==> src/hdl/frpm_pkg.sv <==
// frpm_pkg: shared widths, reset values, codes and control structs for the
// frame pacer and rate meter. No dependencies; every other file uses it.
`timescale 1ns / 1ps

package frpm_pkg;

  // field and register widths
  localparam int CFG_W     = 10;
  localparam int LEN_W     = 9;
  localparam int ELAPSED_W = 16;
  localparam int SUM_W     = 24;
  localparam int RATE_W    = 18;
  localparam int COUNT_W   = 32;
  // dividend width: largest window (511) times 1000 fits in 19 bits
  localparam int NUM_W     = 19;

  localparam int RING_DEPTH_DEF = 256;
  localparam int MS_PER_S       = 1000;

  // reset values
  localparam logic [CFG_W-1:0]     TICK_PERIOD_RST = CFG_W'(16);
  localparam logic [CFG_W-1:0]     DRAW_PERIOD_RST = CFG_W'(33);
  localparam logic [CFG_W-1:0]     NOMINAL_FPS_RST = CFG_W'(30);
  localparam logic [LEN_W-1:0]     WINDOW_LEN_RST  = LEN_W'(60);
  localparam logic [ELAPSED_W-1:0] RING_RST        = ELAPSED_W'(33);
  localparam logic [SUM_W-1:0]     SUM_RST         = SUM_W'(2000);
  localparam logic [RATE_W-1:0]    RATE_RST        = RATE_W'(30);

  typedef enum logic [1:0] {
    OP_FRAME   = 2'd0,
    OP_TICK    = 2'd1,
    OP_RESTART = 2'd2
  } op_t;

  typedef enum logic [1:0] {
    CFG_TICK_PERIOD = 2'd0,
    CFG_DRAW_PERIOD = 2'd1,
    CFG_NOMINAL_FPS = 2'd2,
    CFG_WINDOW_LEN  = 2'd3
  } cfg_idx_t;

  typedef enum logic [1:0] {
    DIV_RAW   = 2'd0,
    DIV_PACED = 2'd1,
    DIV_NOM   = 2'd2
  } div_sel_t;

  // controller to datapath
  typedef struct packed {
    logic     latch;       // capture input beat
    logic     sweep_clr;   // restart sweep counter
    logic     clear_wr;    // reset pass write
    logic     fill_wr;     // restart refill write
    logic     rd;          // read ring slot
    logic     frame_upd;   // frame sums, slot, credit
    logic     tick;        // tick request
    logic     restart_ld;  // restart rates and credit
    logic     div_start;
    logic     div_ld;      // take divider result
    div_sel_t div_sel;
    logic     out_load;
  } frpm_cmd_t;

  // datapath to controller
  typedef struct packed {
    op_t  op;
    logic raw_nz;
    logic paced_nz;
    logic clear_last;
    logic fill_last;
    logic div_done;
    logic out_free;
  } frpm_status_t;

endpackage

==> src/hdl/frpm_ctrl.sv <==
// frpm_ctrl: sequencer for the frame pacer; steps each item through ring
// read, update, divisions and refill. Depends on frpm_pkg.
`timescale 1ns / 1ps

module frpm_ctrl (
  input  logic                   clk,
  input  logic                   rst_n,
  input  logic                   in_valid,
  output logic                   in_ready,
  input  frpm_pkg::frpm_status_t status,
  output frpm_pkg::frpm_cmd_t    cmd
);

  typedef enum logic [2:0] {
    S_CLEAR,
    S_IDLE,
    S_DECODE,
    S_FRAME,
    S_DIV_GO,
    S_DIV_WAIT,
    S_FILL,
    S_FINISH
  } state_t;

  state_t               state_r, state_nxt;
  frpm_pkg::div_sel_t   sel_r, sel_nxt;

  // next state and commands
  always_comb begin
    state_nxt = state_r;
    sel_nxt   = sel_r;
    cmd       = '0;
    cmd.div_sel = sel_r;
    in_ready  = 1'b0;
    case (state_r)
      S_CLEAR: begin
        cmd.clear_wr = 1'b1;
        if (status.clear_last) begin
          state_nxt = S_IDLE;
        end
      end
      S_IDLE: begin
        in_ready = 1'b1;
        if (in_valid) begin
          cmd.latch = 1'b1;
          state_nxt = S_DECODE;
        end
      end
      S_DECODE: begin
        case (status.op)
          frpm_pkg::OP_FRAME: begin
            cmd.rd    = 1'b1;
            state_nxt = S_FRAME;
          end
          frpm_pkg::OP_TICK: begin
            cmd.tick  = 1'b1;
            state_nxt = S_FINISH;
          end
          frpm_pkg::OP_RESTART: begin
            cmd.restart_ld = 1'b1;
            cmd.sweep_clr  = 1'b1;
            sel_nxt        = frpm_pkg::DIV_NOM;
            state_nxt      = S_DIV_GO;
          end
          default: state_nxt = S_FINISH;
        endcase
      end
      S_FRAME: begin
        cmd.frame_upd = 1'b1;
        if (status.raw_nz) begin
          sel_nxt   = frpm_pkg::DIV_RAW;
          state_nxt = S_DIV_GO;
        end else if (status.paced_nz) begin
          sel_nxt   = frpm_pkg::DIV_PACED;
          state_nxt = S_DIV_GO;
        end else begin
          state_nxt = S_FINISH;
        end
      end
      S_DIV_GO: begin
        cmd.div_start = 1'b1;
        state_nxt     = S_DIV_WAIT;
      end
      S_DIV_WAIT: begin
        if (status.div_done) begin
          cmd.div_ld = 1'b1;
          case (sel_r)
            frpm_pkg::DIV_RAW: begin
              if (status.paced_nz) begin
                sel_nxt   = frpm_pkg::DIV_PACED;
                state_nxt = S_DIV_GO;
              end else begin
                state_nxt = S_FINISH;
              end
            end
            frpm_pkg::DIV_PACED: state_nxt = S_FINISH;
            default:             state_nxt = S_FILL;
          endcase
        end
      end
      S_FILL: begin
        cmd.fill_wr = 1'b1;
        if (status.fill_last) begin
          state_nxt = S_FINISH;
        end
      end
      S_FINISH: begin
        if (status.out_free) begin
          cmd.out_load = 1'b1;
          state_nxt    = S_IDLE;
        end
      end
      default: state_nxt = S_IDLE;
    endcase
  end

  // state register
  always_ff @(posedge clk) begin
    if (!rst_n) begin
      state_r <= S_CLEAR;
      sel_r   <= frpm_pkg::DIV_NOM;
    end else begin
      state_r <= state_nxt;
      sel_r   <= sel_nxt;
    end
  end

endmodule

==> config.mk <==
export PLATFORM = sky130hd
export DESIGN_NAME = frpm_ctrl
export DESIGN_NICKNAME = d
export VERILOG_FILES = /design/src/hdl/frpm_pkg.sv /design/src/hdl/frpm_ctrl.sv
export SDC_FILE = /design/constraint.sdc
export NUM_CORES = 1
export LEC_CHECK = 0
export BUFFER_PORTS_ARGS = -buffer_cell sky130_fd_sc_hd__buf_4
export CAP_MARGIN = 0
export CORE_AREA = 5 5 42 44
export DETAILED_ROUTE_END_ITERATION = 12
export DIE_AREA = 0 0 47 49
export HOLD_SLACK_MARGIN = 0.05
export PLACE_DENSITY = 0.62
export RECOVER_POWER = 25
export SLEW_MARGIN = 20
export SYNTH_ARGS = -nofsm -noshare
export SYNTH_HDL_FRONTEND = slang
export SYNTH_SLANG_ARGS = --single-unit
==> constraint.sdc <==
create_clock -name clk -period 1.7 [get_ports clk]
set_clock_uncertainty 0.2 [all_clocks]
set_input_delay 0.255 -clock clk [delete_from_list [all_inputs] [get_ports clk]]
set_output_delay 0.255 -clock clk [all_outputs]
set_load 0.005 [all_outputs]
Yosys cells after proc, flatten, opt, wreduce, memory -nomap -nowiden
Index checks and enable logic that the tools add are counted.
{ "word_totals": {"out_inout_bits": 14, "word_cells": 58, "reg_bits": 5, "inputBits": 11} }
{ "classes": {"n_mux": 33, "n_eq_ne": 17, "reduce_logical": 6} }
{ "ops": {"columns": ["operator", "count"], "rows": [
  ["$pmux W3 S8", 1],
  ["$mux W3", 6],
  ["$mux W1", 16],
  ["$mux W2", 7],
  ["$eq A3 B3 Y1 const B", 4],
  ["$ne A2 B2 Y1 const B", 6],
  ["$pmux W3 S2", 2],
  ["$eq A3 B2 Y1 const B", 2],
  ["$pmux W2 S3", 1],
  ["$reduce_and A5 Y1", 1],
  ["$eq A2 B1 Y1 const B", 2],
  ["$logic_not A2 Y1", 2],
  ["$reduce_and A4 Y1", 1],
  ["$eq A3 B1 Y1 const B", 1],
  ["$logic_not A3 Y1", 1],
  ["$reduce_bool A3 Y1", 1],
  ["$eq A2 B2 Y1 const B", 1],
  ["$ne A2 B1 Y1 const B", 1]
]} }

Longest topological paths before layout
{ "logic_depth": {"depth_word": 4, "ltp_mapped": 5, "mapped_depth_nobuf": 4} }

Least setup slack after synthesis
Ideal clock, no wire load.
{ "synth_timing": {"kind": "register to output", "start": "register state_r[2]", "end": "output cmd[11] (netlist name)", "required_ns": 1.245, "setup_slack_ns": 0.231, "t_arrival_ns": 1.014, "stages_incl_launch_ff": 5, "cell_sequence": "dfxtp_1 > nand2b_1 > buf_2 > nor3_1 > buf_4"} }
{ "synth_lines": {"columns": ["element", "line_no", "rtl"], "rows": [
  ["start, declared", "frpm_ctrl.sv:25", "state_t state_r, state_nxt;"],
  ["start signal, assigned", "frpm_ctrl.sv:123", "state_r <= state_nxt;"],
  ["end, declared", "frpm_ctrl.sv:11", "output frpm_pkg::frpm_cmd_t cmd"]
]} }

==> results.toml <==
[status]
status = "completed"

[synth]
synth_xor_area_frac = 0
yosys_warnings = 0
synth_compound_area_frac = 0.248
ys_ff_latch = 5
synth-adder-area-share = 0
ys.flop_type = "dfxtp_1"
syn-cell-area_um2 = 454
synthMuxAreaShare = 0.0441
async_flop_share = 0
syn_avg_cell_area_um2 = 8.11
seq_area_frac_synth = 0.220
synth.distinct_cells = 32
synth_edf_count = 0
synth-simple-area-share = 0.383
synth_top_family_by_area = "simple AND/OR/NAND/NOR gates"
synth.net_count = 67
postSynthCellCount = 56

[floorplan]
core-area_mm2 = 0.00140
dieHeight_um = 49
die_w_um = 47
fp-row-count = 14
start_util = 0.324
dieArea_mm2 = 0.00230
io_pins = 25

[cells_and_area]
fin_util = 0.542
final_cell_area_um2 = 759
area_growth_syn_to_layout_pct = 67.2
final_common_cell = "buf_4"
final_nets = 97
layout.cells.non_filler = 101
drive_gt1_frac = 0.482
fillCellCount = 138
antenna_cells = 0
final_cell_mix = "27 x buf_4, 5 x clkbuf_4"

[global_route]
grt_use_met2 = 0.208
first_global_vias = 514
use_met3 = 0.0664
track_usage = 0.129
met1_usage = 0.145
grt_overflow = 0
gr-max-usage-layer = "met2"
antenna_found_initial = 0
grt_max_degree = 14
grt_first_pass_wirelength_mm = 2.24

[routing]
vias = 553
ant_nets = 0
viasPerCell = 5.48
drt-pass1-iter-count = 4
drt_iter0_drc = 12
wl_mm = 1.38
wl_per_cell_um = 13.7
drc = 0

[timing]
timing.final.hold_violations = 0
period_needed_ns = 1.64
setup_ws_ns = 0.0621
fin_crit_sh = 0.963
rsz0062_at_grt = "yes"
drv_slew = 0
setup_viol = 0
relSlewSlack = 0.815
worstMarginPinSlew_ns = 0.276
fmax_mhz = 611

[clocking]
clk_latency_ns = 0.24
cts_tree = "built"
clock-sinks = 5
cts_buffers = 3
clk_path_buf_depth = 2
post_cts_buffers = 0
htree_levels = 1
ctsRootBufferMaster = "clkbuf_4"
path_clk_slew_ns = 0.04

[placed_design]
place_inst = 96
gp_congestion = 0.784
port_buffers = 24
pre_cts_ws_ns = 0.0784
dpl_cell_area_um2 = 656
hpwlAfterDp_mm = 1.06

[flow_run]
timing.max_cap.violations = 0

[worst_setup_path]
worstPathArrival_ns = 1.18
crit_required_ns = 1.24
path_max_fanout = 10
endpoint_kind = "output pin"
cp-startpoint = "state_r[1]"
crit_type = "register to output pin"
start_kind = "register"
reg2reg_from = "state_r[2]"

[min_path]
hold_class = "input pin to register"
hp-start = "status[2]"

[power_and_ir_drop]
leakagePower_nw = 0.322
irDropWorstVdd_mv = 0.571
p_per_area_mw_per_mm2 = 1210
flip-flops by register name, summed over array words and instances, names as in the netlist:
register  cells
sel_r         2
state_r       3
worst max-delay path, stage by stage (launching register included):
cell      delay (ns)
dfxtp_4         0.42
nand2b_4        0.11
nor4b_4         0.26
buf_4           0.15
cell type report:
type / instances / area [um2] / share of cell area
flip-flops and latches: 5 / 108 / 0.142
multi-input cells: 44 / 363 / 0.478
well taps: 16 / 20.0 / 0.0264
inverters: 1 / 3.75 / 0.00494
clock buffers: 4 / 26.3 / 0.0346
repair buffers: 31 / 239 / 0.315
per-stage QoR:
stage | hold slack [ns] | TNS, ns | total power, mW
2_1_floorplan | 0.117 | 0 | 0.508
3_3_place_gp | 0.278 | 0 | 0.692
3_5_place_dp | 0.279 | 0 | 0.693
4_1_cts | 0.152 | 0 | 0.859
5_1_grt | 0.197 | -0.0230 | 1.00
6_report | 0.162 | 0 | 0.917
kinds of logic after synthesis:
family	after synthesis
AND/OR/NAND/NOR	27
AO/OA/AOI/OAI	15
buffers and inverters	7
flip-flops	5
multiplexers	2
path summary, 6_finish.rpt:
check,to,slack (ns),cells after the start
setup / recovery,cmd[6],0.06,3
setup reg to reg,state_r[0],0.16,5
hold reg to reg,sel_r[1],0.37,2
hold / removal,state_r[0],0.16,3
report_power, final:
| part | total (mW) | internal [mW] | switching [mW] | leakage, nW |
|---|---|---|---|---|
| combinational | 0.549 | 0.296 | 0.253 | 0.265 |
| sequential | 0.232 | 0.163 | 0.0688 | 0.0423 |
| clock | 0.136 | 0.0886 | 0.0472 | 0.0150 |
cells in the mapped netlist, drive strengths merged, types with 2 or more instances:
cell     instances  area (um2)
nor2             4        15.0
nand2b           4        25.0
nor2b            2        12.5
nor3b            2        15.0
buf              6        43.8
o21ai            2        10.0
nor4             2        12.5
a21oi            3        15.0
nor3             3        15.0
o2111a           2        22.5
o2bb2ai          2        17.5
nor4b            2        17.5
dfxtp            5         100
mux2i            2        20.0
routing by layer:
layer	up-vias	part of all wire	routed length [um]
li1	273	-	-
met3	0	0.062	86
met1	266	0.42	581
met5	-	0	0
met2	14	0.52	716
met4	0	0	0
what timing repair did:
action                                  in CTS  in global routing
gates resized for setup                      5                 10
hold endpoints to repair                     1                  0
endpoints found under the setup margin      10                  7
hold buffers                                 1                  0
(Power assumes the default switching activity.)
